### config.mk
export PLATFORM = sky130hd
export DESIGN_NAME = rksa_free_stack
export DESIGN_NICKNAME = d
export VERILOG_FILES = /design/src/design/rksa_pkg.sv /design/src/design/rksa_ram.sv /design/src/design/rksa_free_stack.sv
export SDC_FILE = /design/constraint.sdc
export NUM_CORES = 2
export LEC_CHECK = 0
export BUFFER_PORTS_ARGS = -buffer_cell sky130_fd_sc_hd__buf_2
export CORE_MARGIN = 2
export CORE_UTILIZATION = 50
export DETAILED_ROUTE_END_ITERATION = 8
export GPL_TIMING_DRIVEN = 0
export PLACE_DENSITY = 0.65
export SYNTH_ARGS = -nofsm -noshare
export SYNTH_HDL_FRONTEND = slang
export SYNTH_SLANG_ARGS = --single-unit
### constraint.sdc
create_clock -name aclk -period 5.9 [get_ports aclk]
set_clock_uncertainty 0.05 [all_clocks]
set_input_delay 0.59 -clock aclk [delete_from_list [all_inputs] [get_ports aclk]]
set_output_delay 0.59 -clock aclk [all_outputs]
set_load 0.02 [all_outputs]
### src/design/rksa_pkg.sv
// ----------------------------------------------------------------------------
// rksa_pkg
// Shared types, codes and constants of the reference-counted key slot
// allocator.
// ----------------------------------------------------------------------------
package rksa_pkg;

    // Default sizes
    localparam int DEF_KEY_ENTRIES = 64;
    localparam int DEF_SLOT_COUNT  = 256;

    // Field widths
    localparam int OP_W       = 2;
    localparam int KEY_W      = 32;
    localparam int COUNT_W    = 16;
    localparam int SLOT_W     = 9;
    localparam int FIRST_W    = 8;
    localparam int LIMIT_W    = 9;
    localparam int CFG_IDX_W  = 2;
    localparam int CFG_DATA_W = 9;

    // Operation codes (code three acts as a query)
    localparam logic [OP_W-1:0] OP_JOIN  = 2'd0;
    localparam logic [OP_W-1:0] OP_LEAVE = 2'd1;
    localparam logic [OP_W-1:0] OP_QUERY = 2'd2;

    // Register indexes
    localparam logic [CFG_IDX_W-1:0] REG_ENABLED    = 2'd0;
    localparam logic [CFG_IDX_W-1:0] REG_AREA_FIRST = 2'd1;
    localparam logic [CFG_IDX_W-1:0] REG_AREA_LIMIT = 2'd2;

    localparam logic [COUNT_W-1:0] COUNT_MAX = 16'hFFFF;
    localparam logic [SLOT_W-1:0]  NO_SLOT   = 9'h1FF;

    // One key table entry as stored in memory
    typedef struct packed {
        logic               valid;
        logic [KEY_W-1:0]   key;
        logic [COUNT_W-1:0] count;
        logic [SLOT_W-1:0]  slot;
    } entry_t;

    // Outcome of one key table scan
    typedef struct packed {
        logic   hit;
        logic   free_found;
        entry_t entry;
    } scan_res_t;

    // Commands to the free stack
    typedef struct packed {
        logic               reload;
        logic [FIRST_W-1:0] first;
        logic [LIMIT_W-1:0] limit;
        logic               pop;
        logic               push;
        logic [SLOT_W-1:0]  push_slot;
    } stk_cmd_t;

    // Free stack status
    typedef struct packed {
        logic              top_valid;
        logic [SLOT_W-1:0] top_slot;
    } stk_stat_t;

endpackage

### src/design/rksa_ram.sv
// ----------------------------------------------------------------------------
// rksa_ram
// Generic simple dual-port RAM, one write and one registered read port.
// ----------------------------------------------------------------------------
module rksa_ram #(
    parameter int WIDTH = 8,
    parameter int DEPTH = 16
) (
    input  logic                     aclk,
    input  logic                     we,
    input  logic [$clog2(DEPTH)-1:0] waddr,
    input  logic [WIDTH-1:0]         wdata,
    input  logic [$clog2(DEPTH)-1:0] raddr,
    output logic [WIDTH-1:0]         rdata
);

    logic [WIDTH-1:0] mem [DEPTH];

    always_ff @(posedge aclk) begin
        if (we) begin
            mem[waddr] <= wdata;
        end
        rdata <= mem[raddr];
    end

endmodule

### src/design/rksa_free_stack.sv
// ----------------------------------------------------------------------------
// rksa_free_stack
// LIFO of free slot indexes in memory. A reload marks the bottom entries as
// holding first + i without touching the memory; pushes lower that mark.
// ----------------------------------------------------------------------------
module rksa_free_stack
    import rksa_pkg::*;
#(
    parameter int SLOT_COUNT = DEF_SLOT_COUNT
) (
    input  logic      aclk,
    input  logic      aresetn,
    input  stk_cmd_t  cmd,
    output stk_stat_t stat
);

    localparam int DEPTH_W = $clog2(SLOT_COUNT + 1);
    localparam int SAW     = $clog2(SLOT_COUNT);
    localparam int CW      = (DEPTH_W > SLOT_W) ? DEPTH_W : SLOT_W;

    logic [DEPTH_W-1:0] depth_reg, depth_next;
    logic [DEPTH_W-1:0] pristine_reg, pristine_next;
    logic [FIRST_W-1:0] first_reg;

    logic [DEPTH_W-1:0] top_idx;
    logic [SLOT_W-1:0]  ram_rdata;
    logic               ram_we;
    logic [CW-1:0]      lim;
    logic [CW-1:0]      fill;
    logic               not_full;

    assign top_idx  = depth_reg - 1'b1;
    assign not_full = depth_reg < DEPTH_W'(SLOT_COUNT);
    assign ram_we   = cmd.push && not_full;

    rksa_ram #(
        .WIDTH (SLOT_W),
        .DEPTH (SLOT_COUNT)
    ) u_ram (
        .aclk  (aclk),
        .we    (ram_we),
        .waddr (depth_reg[SAW-1:0]),
        .wdata (cmd.push_slot),
        .raddr (top_idx[SAW-1:0]),
        .rdata (ram_rdata)
    );

    // reload size: slots first .. min(limit, SLOT_COUNT) - 1
    always_comb begin
        if (CW'(cmd.limit) > CW'(SLOT_COUNT)) begin
            lim = CW'(SLOT_COUNT);
        end else begin
            lim = CW'(cmd.limit);
        end
        if (lim > CW'(cmd.first)) begin
            fill = lim - CW'(cmd.first);
        end else begin
            fill = '0;
        end
    end

    always_comb begin
        depth_next    = depth_reg;
        pristine_next = pristine_reg;
        if (cmd.reload) begin
            depth_next    = DEPTH_W'(fill);
            pristine_next = DEPTH_W'(fill);
        end else if (cmd.pop) begin
            depth_next = top_idx;
        end else if (ram_we) begin
            depth_next = depth_reg + 1'b1;
            if (depth_reg < pristine_reg) begin
                pristine_next = depth_reg;
            end
        end
    end

    always_ff @(posedge aclk) begin
        if (!aresetn) begin
            depth_reg    <= '0;
            pristine_reg <= '0;
        end else begin
            depth_reg    <= depth_next;
            pristine_reg <= pristine_next;
        end
    end

    always_ff @(posedge aclk) begin
        if (cmd.reload) begin
            first_reg <= cmd.first;
        end
    end

    assign stat.top_valid = depth_reg != '0;
    assign stat.top_slot  = (top_idx < pristine_reg)
                          ? SLOT_W'(CW'(first_reg) + CW'(top_idx))
                          : ram_rdata;

endmodule

### Word-level counts from Yosys, hierarchy flattened

Memory sizes are Yosys's and may differ from the RTL's. A register that Yosys moved wholly into a read port is not among the register bits.
Cells that the tools add are included.
W data, S select, Z words.

| storage, ports and cells | value |
|---|---|
| register bits | 26 |
| RAM bits | 2,304 |
| input bits | 31 |
| output and inout bits | 10 |
| word-level logic and storage cells | 32 |
| memories kept | 1 |

| operators by class | value |
|---|---|
| add/sub/neg operators | 4 |
| order comparisons | 5 |
| eq/ne operators | 1 |
| multiplexer cells | 12 |
| reductions and logical operators | 6 |

Memories:

| name | words | width | rd ports | clocked after memory_dff | wr ports | line | text |
|---|---|---|---|---|---|---|---|
| u_ram.mem | 256 | 9 | 1 | 1 | 1 | rksa_ram.sv:17 | `logic [WIDTH-1:0] mem [DEPTH];` |

Operator list:

| kind | number |
|---|---|
| $mux W9 | 10 |
| $lt A9 B9 Y1 | 2 |
| $add A8 B9 Y9 | 1 |
| $add A9 B1 Y9 const B | 1 |
| $gt A9 B8 Y1 | 1 |
| $gt A9 B9 Y1 const B | 1 |
| $lt A9 B9 Y1 const B | 1 |
| $reduce_bool A9 Y1 | 1 |
| $sub A9 B1 Y9 const B | 1 |
| $sub A9 B8 Y9 | 1 |
| $reduce_bool A2 Y1 | 2 |
| $reduce_and A3 Y1 | 1 |
| $reduce_bool A3 Y1 | 1 |
| $mux W1 | 2 |
| $ne A2 B1 Y1 const B | 1 |
| $logic_and A1 B1 Y1 | 1 |

### Logic depth before layout (Yosys ltp)

| depth | value |
|---|---|
| depth in word-level cells | 5 |
| mapped depth | 19 |
| gate-level depth less buffers | 12 |

### By module

A second synthesis with hierarchy kept.

| unflattened totals | value |
|---|---|
| cells, all modules | 4,557 |
| area, all modules | 91,904.4 µm² |

By module, submodules not included:

| module | times used | cells each | area each (µm²) | sequential area each (µm²) |
|---|---|---|---|---|
| rksa_ram | 1 | 4,237 | 89,278.1 | 69,366.5 |
| rksa_free_stack | 1 | 320 | 2,626.3 | 600.6 |

### Least setup slack after synthesis

No wires, ideal clock.

| timing | value |
|---|---|
| path kind | flip-flop to output port |
| start point | register depth_reg[0] |
| end point | output stat[1] (netlist name) |
| arrival time | 4.752 ns |
| data required time | 5.260 ns |
| setup slack | 0.508 ns |
| cell stages (with the launch flop) | 19 |
| buffers on the path | 7 |
| path through | dfxtp_1 > clkbuf_1 > buf_2 > clkbuf_1 > inv_1 > ha_1 > clkbuf_1 > xnor2_1 > clkbuf_1 > buf_1 > inv_1 > ha_1 > o21a_1 > o21a_1 > o21ai_0 > a21oi_1 > o41ai_1 > buf_2 > mux2_2 |

RTL lines:

| item | line | text |
|---|---|---|
| from (decl) | rksa_free_stack.sv:21 | `logic [DEPTH_W-1:0] depth_reg, depth_next;` |
| from (signal assigned) | rksa_free_stack.sv:83 | `depth_reg <= depth_next;` |
| to (decl) | rksa_free_stack.sv:14 | `output stk_stat_t stat` |

### Worst setup path in the final report

| timing | value |
|---|---|
| start point | register depth_reg[0] |
| end point | register u_ram.rdata[3] (read register of u_ram.mem) |

| between the ends | value |
|---|---|
| longest elaborated chain between the ends | 1 |

Ends and longest elaborated chain:

| item | line | text |
|---|---|---|
| $sub A9 B1 Y9 | rksa_free_stack.sv:32 | `assign top_idx = depth_reg - 1'b1;` |
| to (decl) | rksa_ram.sv:14 | `output logic [WIDTH-1:0] rdata` |

No other way between the ends.
A chain may end at the register's enable or synchronous reset.

==> results.cfg <==
[yosys]
synth_top_family_by_area = multiplexers
yosys.area_share.simple = 0.0187
synth_flop_cell = edfxtp_1
synth.area.top_cells = edfxtp_1, mux4_2, nor2_1
yosysTopAreaCell = edfxtp_1
synthTopCellsByCount = edfxtp_1, mux4_2, nor2_1
synth_cell_types = 48
synth_edf_count = 2312
synth.most_common_cell = edfxtp_1
ys_ff_latch = 2339
syn_nets = 4059
avgSynthCellArea_um2 = 22.8
synth_top_area_share = 0.762
synth-compound-area-share = 0.0149
async_flop_share = 0
synthXorXnorAreaFrac = 0.00192
synth_mux_area_frac = 0.179
synth_cells = 3989
synth_adder_area_share = 0.00552
syn_area_mm2 = 0.0911
synth-seq-area-share = 0.768
synth_warnings = 0

[power]
leakagePower_nw = 31.2
max-vdd-ir-drop_mv = 0.330
intPower_w = 0.0283
p_seq_frac = 0.482
p_per_area_mw_per_mm2 = 373
pwr-share-clk = 0.363
p_switching_w = 0.00988
p_sw_frac = 0.259
power_frac_comb = 0.154

[timing]
layout_min_cycle_time_ps = 5820
rsz0062_at_grt = no
finalSetupTns_ps = 0
worst_pin_slew_ps = 1460
max_freq_ghz = 0.172
finalSetupViolCount = 0
maxSlewViolCount = 0
relSlewSlack = 0.0294
finalCritPeriodShare = 0.986
hold_violations = 0

[clock_tree]
cts_buffer_depth = 3
insertion_delay_ps = 860
cts_tree = built
cts_root_buf = clkbuf_16
h-tree-depth = 4
path_clk_slew_ps = 60
cts_sinks = 2339
cts_buffers = 224

[outcome]
status = completed

[global_route]
grt_max_degree = 146
overflow = 0
grt_pass1_wl_mm = 334
grt_usage = 0.258
grt_antenna_before_repair = 7
grt_pass1_vias = 43800

[worst_setup_path]
required_ps = 6530
critPathLaunch = depth_reg[0]
crit_arrival_ps = 6440
reg2reg_slack_ps = 80
reg2reg_from = depth_reg[0]
cp-end-kind = register
crit_type = register to register
r2r-end = u_ram.rdata[3]
crit_path_start_kind = register
r2r_cells = 14
crit_fanout = 10

[layout]
largest_register_ffs = 2304
syn_to_final_growth_pct = 12.2
drive_above_1_share = 0.275
top_register = u_ram.mem
layoutNonFillerInstCount = 6842
nets = 4359
fin_util = 0.565
nFillCells = 13100

[routing]
drtIter0Drc = 6622
wl_per_cell_um = 34.8
drt-total-wl_mm = 238
first_pass_iters = 9
ant_nets = 0
vias = 44200
vias_per_cell = 6.46
route.detailed.drc = 0

[worst_hold_path]
min_path_cells = 1
whs_endpoint = u_ram.mem[80][3]
hp-class = input pin to register
hp-start = cmd[3]

[floorplan]
rows = 156
coreArea_mm2 = 0.181
die_w_um = 431
ios = 41
die_area_mm2 = 0.186
start_util = 0.503
die_h_um = 431

[placed_design]
place_congestion = 0.941
port_buffers = 39
place_hpwl_mm = 153
dp.cells = 6414

[job]
cap_violations = 0
logic make-up after synthesis:
group	Yosys count
AOI/OAI and AO/OA	191
adders and majority gates	39
and+or+nand+nor	420
DFF	2339
buffers and inverters	253
muxes	727
xor gates and xnor gates	20
layout by cell type (no fill, tap or decap), types with 4 or more instances in the layout:
| cell | count |
|---|---|
| a211oi_1 | 5 |
| a21o_1 | 10 |
| a21oi_1 | 24 |
| a221oi_1 | 20 |
| a22o_1 | 18 |
| a22oi_1 | 47 |
| a31oi_1 | 8 |
| buf_16 | 16 |
| buf_2 | 99 |
| buf_4 | 20 |
| buf_8 | 11 |
| bufinv_16 | 16 |
| clkbuf_1 | 155 |
| clkbuf_16 | 229 |
| clkbuf_2 | 31 |
| clkinv_1 | 49 |
| clkinv_2 | 42 |
| clkinv_8 | 4 |
| clkinvlp_4 | 6 |
| dfxtp_1 | 26 |
| dlygate4sd3_1 | 11 |
| edfxtp_1 | 2312 |
| ha_1 | 36 |
| inv_1 | 25 |
| inv_6 | 6 |
| mux2_2 | 6 |
| mux4_2 | 720 |
| nand2_1 | 76 |
| nand2b_1 | 5 |
| nand3_1 | 26 |
| nor2_1 | 277 |
| nor2b_1 | 16 |
| o21ai_0 | 31 |
| o221ai_1 | 9 |
| xnor2_1 | 8 |
| xor2_1 | 10 |
critical path, cell delays in order, from the launching register on:
cell and delay (ps):
dfxtp_4 390, clkbuf_16 150, clkbuf_16 160, clkinvlp_4 220
ha_4 360, buf_4 130, clkbuf_2 350, clkbuf_1 540
clkbuf_2 630, mux4_2 410, mux4_2 480, a22oi_1 490
nand2_1 260, a22oi_1 670, o221ai_1 300
power by group through the flow:
stage          Combinational, W  Sequential (W)  Clock (W)
6_report                0.00589          0.0184     0.0139
5_1_grt                 0.00604          0.0184     0.0146
4_1_cts                 0.00582          0.0184     0.0140
3_5_place_dp            0.00570          0.0187          0
3_3_place_gp            0.00562          0.0188          0
2_1_floorplan           0.00320          0.0187          0
layer usage:
| metal | global-route usage | vias to the layer above | share of wire |
|---|---|---|---|
| met1 | 0.371 | 23900 | 0.40 |
| met3 | 0.0549 | 406 | 0.092 |
| met4 | 0.0819 | 2 | 0.034 |
| met5 | 0 | - | 0.000076 |
| li1 | - | 17600 | - |
| met2 | 0.401 | 2296 | 0.48 |
layout make-up:
type / instances / area, um^2 / share of cell area
buffer: 224 / 1170 / 0.0114
clock buffer: 277 / 5800 / 0.0568
clock inverter: 129 / 1190 / 0.0116
antenna: 3 / 7.51 / 0.0000734
tap: 2370 / 2970 / 0.0290
inverter: 27 / 109 / 0.00106
multi-input combinational: 1397 / 20100 / 0.197
timing repair buffer: 76 / 898 / 0.00879
sequential: 2339 / 70000 / 0.685
through the flow:
step | hold WS, ps | power, W | worst slack [ps] | cell area, um^2
finish | 80.3 | 0.0381 | 82.9 | 102000
global route | 68.1 | 0.0390 | 128 | 102000
CTS | 42.5 | 0.0382 | -22.5 | 102000
detailed placement | 422 | 0.0244 | -3200 | 94800
global placement | 415 | 0.0244 | -3970 | 94300
floorplan | 407 | 0.0219 | 508 | 91100
what timing repair did:
| item | CTS | global route |
|---|---|---|
| resized for setup | 66 | 3 |
| hold endpoints to repair | 20 | 0 |
| hold buffers | 11 | 0 |
| setup buffers | 7 | 3 |
| endpoints found under the setup margin | 20 | 10 |
| pin swaps | 3 | 1 |
how the worst max path moves through the flow:
| stage | endpoint | slack [ps] | cells past startpoint |
|---|---|---|---|
| after floorplan | stat[1] | 510 | 18 |
| after global placement | stat[2] | -3970 | 20 |
| after detailed placement | stat[2] | -3200 | 20 |
| after CTS | stat[1] | -20 | 20 |
| after global routing | stat[3] | 130 | 19 |
| final | u_ram.rdata[3] | 80 | 14 |
No activity file was read; power rests on OpenSTA's default activity.
