==> src/design/rksa_pkg.sv <==
// ----------------------------------------------------------------------------
// rksa_pkg
// Shared types, codes and constants of the reference-counted key slot
// allocator.
// ----------------------------------------------------------------------------
package rksa_pkg;

    // Default sizes
    localparam int DEF_KEY_ENTRIES = 64;
    localparam int DEF_SLOT_COUNT  = 256;

    // Field widths
    localparam int OP_W       = 2;
    localparam int KEY_W      = 32;
    localparam int COUNT_W    = 16;
    localparam int SLOT_W     = 9;
    localparam int FIRST_W    = 8;
    localparam int LIMIT_W    = 9;
    localparam int CFG_IDX_W  = 2;
    localparam int CFG_DATA_W = 9;

    // Operation codes (code three acts as a query)
    localparam logic [OP_W-1:0] OP_JOIN  = 2'd0;
    localparam logic [OP_W-1:0] OP_LEAVE = 2'd1;
    localparam logic [OP_W-1:0] OP_QUERY = 2'd2;

    // Register indexes
    localparam logic [CFG_IDX_W-1:0] REG_ENABLED    = 2'd0;
    localparam logic [CFG_IDX_W-1:0] REG_AREA_FIRST = 2'd1;
    localparam logic [CFG_IDX_W-1:0] REG_AREA_LIMIT = 2'd2;

    localparam logic [COUNT_W-1:0] COUNT_MAX = 16'hFFFF;
    localparam logic [SLOT_W-1:0]  NO_SLOT   = 9'h1FF;

    // One key table entry as stored in memory
    typedef struct packed {
        logic               valid;
        logic [KEY_W-1:0]   key;
        logic [COUNT_W-1:0] count;
        logic [SLOT_W-1:0]  slot;
    } entry_t;

    // Outcome of one key table scan
    typedef struct packed {
        logic   hit;
        logic   free_found;
        entry_t entry;
    } scan_res_t;

    // Commands to the free stack
    typedef struct packed {
        logic               reload;
        logic [FIRST_W-1:0] first;
        logic [LIMIT_W-1:0] limit;
        logic               pop;
        logic               push;
        logic [SLOT_W-1:0]  push_slot;
    } stk_cmd_t;

    // Free stack status
    typedef struct packed {
        logic              top_valid;
        logic [SLOT_W-1:0] top_slot;
    } stk_stat_t;

endpackage

==> src/design/rksa_ram.sv <==
// ----------------------------------------------------------------------------
// rksa_ram
// Generic simple dual-port RAM, one write and one registered read port.
// ----------------------------------------------------------------------------
module rksa_ram #(
    parameter int WIDTH = 8,
    parameter int DEPTH = 16
) (
    input  logic                     aclk,
    input  logic                     we,
    input  logic [$clog2(DEPTH)-1:0] waddr,
    input  logic [WIDTH-1:0]         wdata,
    input  logic [$clog2(DEPTH)-1:0] raddr,
    output logic [WIDTH-1:0]         rdata
);

    logic [WIDTH-1:0] mem [DEPTH];

    always_ff @(posedge aclk) begin
        if (we) begin
            mem[waddr] <= wdata;
        end
        rdata <= mem[raddr];
    end

endmodule

==> src/design/rksa_key_table.sv <==
// ----------------------------------------------------------------------------
// rksa_key_table
// Key table memory with a clearing pass after reset and a linear scan that
// finds the entry of a key and the lowest free entry.
// ----------------------------------------------------------------------------
module rksa_key_table
    import rksa_pkg::*;
#(
    parameter int KEY_ENTRIES = DEF_KEY_ENTRIES
) (
    input  logic                           aclk,
    input  logic                           aresetn,
    input  logic                           start,
    input  logic [KEY_W-1:0]               key,
    input  logic                           wr_en,
    input  logic [$clog2(KEY_ENTRIES)-1:0] wr_addr,
    input  entry_t                         wr_data,
    output logic                           clear_busy,
    output logic                           done,
    output scan_res_t                      res,
    output logic [$clog2(KEY_ENTRIES)-1:0] hit_idx,
    output logic [$clog2(KEY_ENTRIES)-1:0] free_idx
);

    localparam int EIDX_W = $clog2(KEY_ENTRIES);
    localparam logic [EIDX_W-1:0] LAST = EIDX_W'(KEY_ENTRIES - 1);

    logic              clr_active_reg, clr_active_next;
    logic [EIDX_W-1:0] clr_cnt_reg, clr_cnt_next;
    logic              scan_active_reg, scan_active_next;
    logic [EIDX_W-1:0] issue_cnt_reg, issue_cnt_next;
    logic              cmp_valid_reg, cmp_valid_next;
    logic [EIDX_W-1:0] cmp_addr_reg, cmp_addr_next;
    logic              done_reg, done_next;
    scan_res_t         res_reg, res_next;
    logic [EIDX_W-1:0] hit_idx_reg, hit_idx_next;
    logic [EIDX_W-1:0] free_idx_reg, free_idx_next;

    logic              ram_we;
    logic [EIDX_W-1:0] ram_waddr;
    entry_t            ram_wdata;
    entry_t            ram_rdata;

    // clearing pass owns the write port after reset
    assign ram_we    = clr_active_reg | wr_en;
    assign ram_waddr = clr_active_reg ? clr_cnt_reg : wr_addr;
    assign ram_wdata = clr_active_reg ? entry_t'('0) : wr_data;

    rksa_ram #(
        .WIDTH ($bits(entry_t)),
        .DEPTH (KEY_ENTRIES)
    ) u_ram (
        .aclk  (aclk),
        .we    (ram_we),
        .waddr (ram_waddr),
        .wdata (ram_wdata),
        .raddr (issue_cnt_reg),
        .rdata (ram_rdata)
    );

    always_comb begin
        clr_active_next  = clr_active_reg;
        clr_cnt_next     = clr_cnt_reg;
        scan_active_next = scan_active_reg;
        issue_cnt_next   = issue_cnt_reg;
        cmp_valid_next   = 1'b0;
        cmp_addr_next    = issue_cnt_reg;
        done_next        = 1'b0;
        res_next         = res_reg;
        hit_idx_next     = hit_idx_reg;
        free_idx_next    = free_idx_reg;

        if (clr_active_reg) begin
            clr_cnt_next = clr_cnt_reg + 1'b1;
            if (clr_cnt_reg == LAST) begin
                clr_active_next = 1'b0;
            end
        end

        // issue stage
        if (start) begin
            scan_active_next = 1'b1;
            issue_cnt_next   = '0;
            res_next         = '0;
        end else if (scan_active_reg) begin
            cmp_valid_next = 1'b1;
            if (issue_cnt_reg == LAST) begin
                scan_active_next = 1'b0;
            end else begin
                issue_cnt_next = issue_cnt_reg + 1'b1;
            end
        end

        // compare stage, read data lines up with cmp_valid_reg
        if (cmp_valid_reg) begin
            if (ram_rdata.valid && ram_rdata.key == key && !res_reg.hit) begin
                res_next.hit   = 1'b1;
                res_next.entry = ram_rdata;
                hit_idx_next   = cmp_addr_reg;
            end
            if (!ram_rdata.valid && !res_reg.free_found) begin
                res_next.free_found = 1'b1;
                free_idx_next       = cmp_addr_reg;
            end
            done_next = (cmp_addr_reg == LAST);
        end
    end

    always_ff @(posedge aclk) begin
        if (!aresetn) begin
            clr_active_reg  <= 1'b1;
            clr_cnt_reg     <= '0;
            scan_active_reg <= 1'b0;
            issue_cnt_reg   <= '0;
            cmp_valid_reg   <= 1'b0;
            done_reg        <= 1'b0;
        end else begin
            clr_active_reg  <= clr_active_next;
            clr_cnt_reg     <= clr_cnt_next;
            scan_active_reg <= scan_active_next;
            issue_cnt_reg   <= issue_cnt_next;
            cmp_valid_reg   <= cmp_valid_next;
            done_reg        <= done_next;
        end
    end

    always_ff @(posedge aclk) begin
        cmp_addr_reg <= cmp_addr_next;
        res_reg      <= res_next;
        hit_idx_reg  <= hit_idx_next;
        free_idx_reg <= free_idx_next;
    end

    assign clear_busy = clr_active_reg;
    assign done       = done_reg;
    assign res        = res_reg;
    assign hit_idx    = hit_idx_reg;
    assign free_idx   = free_idx_reg;

endmodule

==> config.mk <==
export PLATFORM = sky130hd
export DESIGN_NAME = rksa_key_table
export DESIGN_NICKNAME = d
export VERILOG_FILES = /design/src/design/rksa_pkg.sv /design/src/design/rksa_ram.sv /design/src/design/rksa_key_table.sv
export SDC_FILE = /design/constraint.sdc
export NUM_CORES = 2
export LEC_CHECK = 0
export BUFFER_PORTS_ARGS = -buffer_cell sky130_fd_sc_hd__buf_4
export CORE_MARGIN = 5
export CORE_UTILIZATION = 55
export DETAILED_ROUTE_END_ITERATION = 7
export PLACE_DENSITY = 0.71
export SLEW_MARGIN = 20
export SYNTH_ARGS = -nofsm -noshare
export SYNTH_HDL_FRONTEND = slang
export SYNTH_SLANG_ARGS = --single-unit
==> constraint.sdc <==
create_clock -name aclk -period 6.1 [get_ports aclk]
set_input_delay 0.305 -clock aclk [delete_from_list [all_inputs] [get_ports aclk]]
set_output_delay 0.305 -clock aclk [all_outputs]
set_load 0.005 [all_outputs]
Word-level counts from Yosys, hierarchy flattened
Memories as Yosys holds them, arrays and structs flattened. A register that Yosys moved wholly into a read port is not among the register bits.
Cells that the tools add are included.
W data, S select, Z words.
- bits in registers: 94
- RAM bits: 3712
- input port bits: 100
- output and inout port bits: 74
- logic and storage cells: 51
- memories kept: 1
- memory list (name ; depth ; width ; read ports ; clocked after memory_dff ; write ports ; RTL line ; source):
    u_ram.mem ; 64 ; 58 ; 1 ; 1 ; 1 ; rksa_ram.sv:17 ; logic [WIDTH-1:0] mem [DEPTH];
- $add $sub $neg: 2
- eq/ne operators: 4
- muxes and demuxes: 15
- bitwise gates (word level): 3
- reduce and logical (&&, ||, !) cells: 11
- operators by type and width (cell ; count):
    $mux W60 ; 2
    $mux W58 ; 2
    $eq A32 B32 Y1 ; 1
    $eq A6 B6 Y1 const B ; 3
    $add A6 B1 Y6 const B ; 2
    $mux W1 ; 10
    $reduce_and A2 Y1 ; 4
    $mux W6 ; 1
    $logic_and A1 B1 Y1 ; 3
    $logic_not A1 Y1 ; 3
    $not A1 Y1 ; 2
    $reduce_or A2 Y1 ; 1
    $or A1 B1 Y1 ; 1

Logic depth before layout (Yosys ltp)
- word-level depth: 5
- gate-level depth with buffers: 11
- gate-level depth less buffers: 5

Hierarchy
A second synthesis with hierarchy kept.
- cells, all modules: 6400
- area, all modules: 145567.1 um2
- by module, submodules not included (module ; instances ; cells an instance ; area an instance (um2) ; seq. area each (um2)):
    rksa_ram ; 1 ; 5998 ; 141278.0 ; 112628.0
    rksa_key_table ; 1 ; 402 ; 4289.1 ; 2001.9

Worst setup path before layout
Ideal clock, no wire load.
- path kind: reg-to-reg
- start: register clr_active_reg (netlist: clear_busy)
- end: memory u_ram.mem[11][0] (netlist bit) (enable)
- setup time: 0.474 ns
- arrival: 3.771 ns
- path slack: 1.855 ns
- cell stages (with the launch flop): 7
- path through: dfxtp_1 > clkbuf_1 > clkbuf_1 > nand2_1 > o21ai_0 > nand2_1 > nor2_1
- cells in the longest elaborated chain, start to end: 3
- ends and longest elaborated chain (item ; RTL line ; source):
    start: declaration ; rksa_key_table.sv:28 ; logic clr_active_reg, clr_active_next;
    start signal: assignment ; rksa_key_table.sv:118 ; clr_active_reg <= clr_active_next;
    $or A1 B1 Y1 ; rksa_key_table.sv:45 ; assign ram_we = clr_active_reg | wr_en;
    $mux W1 ; rksa_ram.sv:20 ; if (we) begin
    $mux W1 (not written as such) ; rksa_ram.sv:21 ; mem[waddr] <= wdata;
    end: declaration ; rksa_ram.sv:17 ;
Parallel ways exist; a longest one is shown, timed or not.

==> metrics.txt <==
fmax=238.9 MHz; final worst slack=1.914 ns; post-cts resize count=0; crit path max fanout=34; initial core utilization=55.22%; CP arrival=4.88 ns; remaining antenna violation count after routing=0; CP Cell Sequence=nor2b_1 -> nand2b_4 -> buf_4 -> o22ai_1 -> or4_1 -> a221oi_1; number of vias in the routed layout=73030; CP Data Required Time=6.80 ns; dpl ws=1.997 ns; CP Class=reg -> reg; fin crit period=4.186 ns; Pre-antenna DRT Iters=7; post-synthesis instance area=146200 um2; leakage dissipation=0.05173 uW; layout cells sized above 1=28.90%; Remaining DRCs=0; clock buffer count from CTS=383; Distinct cells, synth=61; IO Pins=174; WL/cell=36.55 um; slowest cell on the critical path=dfxtp_4; DIE AREA=276300 um2; hold crit path type=in -> reg; initial DRC count=11060; ys flop type=edfxtp_1; placed insts=10080; Worst VDD drop=0.2735 mV; # setup viols final=0; DIE HEIGHT=525.7 um; final hold vios=0; Port-buffer cells=173; Overall Global Routing Usage=28.23%; clock buffer depth=4; Worst-Skew Late Latency=0.94 ns; crit-path max cell delay=0.93 ns; crit end category=register; core area=264900 um2; fraction of registers with async set/reset=0%; CP Launch Type=register; TritonCTS clock tree=done; first-pass GRT wire length=553700 um; initial antenna violation count=22; Max Cap Viol=0; skew final=0.07058 ns; fin cells=10800; syn_nets=6582; status=completed; CTS root buffer=clkbuf_16; GRT Residual Overflow=0; Cell Pwr Density=323.2 nW/um2; Synth Warn #=0; Post-Route WL=394600 um; Slew @ Worst Pin=1.176 ns; average cell area after synthesis=22.57 um2; Post-synth EDFFs=3724; number of global-route vias before repair=72080; Seq/Total Area, Yosys=78.38%; max FFs per register=3712; Rows=189; Slew HR=21.42%; Area Growth Syn to Fin=13.50%; largest net degree at the start of global routing=108; GPL Wtd Cong=0.8491; final max-slew violation count=0; clock sink count=3864; RSZ-0062 raised after global routing=no; dpl hpwl=223700 um; synthesized instance count=6480; H-tree depth=5; clock slew at reported path FFs=0.06 ns; Die Width=525.7 um; vias per cell=6.764; #FFs+latches synth=3864; Sum Neg Setup Slack=0 ns; fin crit share=68.63%; Nets=7040
power breakdown:
group	internal (uW)	total, uW	switching (uW)
Clock	13600	23500	9860
Combinational	515	1180	670
Sequential	28800	29000	154
Yosys cell counts (all sizes together), types with 2 or more instances:
| cell | n | area (um2) |
|---|---|---|
| edfxtp | 3724 | 111800 |
| mux4 | 842 | 19030 |
| o22ai | 286 | 1789 |
| mux2i | 256 | 2562 |
| buf | 251 | 1697 |
| dfxtp | 140 | 2803 |
| mux2 | 125 | 1408 |
| nor2b | 125 | 782.0 |
| nand2 | 122 | 460.5 |
| clkbuf | 114 | 444.2 |
| nor2 | 99 | 371.6 |
| a211oi | 66 | 495.5 |
| or4 | 42 | 315.3 |
| a22oi | 34 | 255.2 |
| a222oi | 24 | 240.2 |
| xor2 | 22 | 192.7 |
| a221oi | 20 | 181.4 |
| o21ai | 19 | 95.09 |
| xnor2 | 19 | 166.4 |
| a2111oi | 18 | 163.9 |
| a22o | 17 | 148.9 |
| nor3 | 17 | 85.08 |
| o221ai | 15 | 131.4 |
| o31ai | 15 | 112.6 |
| nand2b | 8 | 50.05 |
| nand4 | 8 | 50.05 |
| and2 | 7 | 43.79 |
| inv | 6 | 22.52 |
| nand3 | 6 | 40.04 |
| nor4 | 6 | 37.54 |
| a21o | 3 | 22.52 |
| nand3b | 3 | 30.03 |
| or3 | 3 | 18.77 |
| a32o | 2 | 20.02 |
| and4b | 2 | 20.02 |
| ha | 2 | 25.02 |
path summary, 6_finish.rpt:
kind / startpoint / end / slack [ns] / depth (start not counted)
setup reg to reg: cmp_addr_next[3] / u_ram.rdata[35] / 1.91 / 6
hold reg to reg: u_ram.rdata[2] / res[2] / 0.46 / 1
setup / recovery: cmp_addr_next[3] / u_ram.rdata[35] / 1.91 / 6
hold / removal: key[25] / hit_idx[2] / 0.05 / 5
cell usage in the layout, fill, tap and decap left out, types with 22 or more instances in the layout:
cell,Yosys,routed
clkinv_2,0,73
bufinv_16,0,40
a22oi_1,34,34
dfxtp_1,140,133
mux2_2,125,125
clkbuf_16,0,387
nor2b_4,0,59
clkinv_1,0,67
mux2i_1,256,256
buf_4,58,389
mux4_2,823,823
clkbuf_1,109,76
a222oi_1,24,24
nor2_4,0,65
edfxtp_1,3724,3724
a211oi_1,66,65
nor2b_1,125,65
o22ai_1,286,286
nand2_1,121,118
xor2_1,22,22
nor2_1,99,33
buf_12,2,40
or4_1,42,42
metal layers:
metal | vias to the layer above | GRT usage, % | part of all wire, %
li1 | 28460 | - | -
met1 | 38520 | 38.97 | 36
met2 | 5119 | 44.14 | 48
met3 | 919 | 6.463 | 11
met4 | 14 | 11.76 | 4.8
met5 | - | 0 | 0.024
critical path, delay by kind of cell (launching register included):
kind / cells / cell delay, ns
compound gates: 2 / 0.98
buf+inv: 1 / 0.45
flops: 1 / 0.93
simple gates: 3 / 1.53
metrics by stage:
stage	hold WS, ns	cell area [um2]	util [%]	power [uW]
final	0.04621	166000	62.67	53640
after global routing	0.09652	166000	62.66	55100
after CTS	0.01215	165900	62.65	53860
after detailed placement	0.4434	153400	57.91	30740
after global placement	0.4395	153300	57.87	30720
after floorplan	0.3290	146200	-	30200
repair_timing:
action / CTS / global route
setup buffers: 0 / 0
hold buffers: 4 / 0
endpoints found under the hold margin: 85 / 0
logic make-up after synthesis:
family | synth area share [%]
buf+inv | 1.479
fa+ha+maj | 0.01711
xor+xnor | 0.2455
flops | 78.38
mux | 15.73
simple gates | 1.596
compound gates | 2.550
area by class of cell:
| type | instances | area [um2] |
|---|---|---|
| clock inverters | 217 | 2290 |
| repair buffers | 438 | 3834 |
| diodes | 12 | 30.03 |
| clock buffers | 482 | 10230 |
| well taps | 3533 | 4420 |
| multi-input cells | 2245 | 30510 |
| inverters | 6 | 22.52 |
| fillers | 17330 | 98870 |
| flip-flops and latches | 3864 | 114700 |
(Power assumes the default switching activity.)
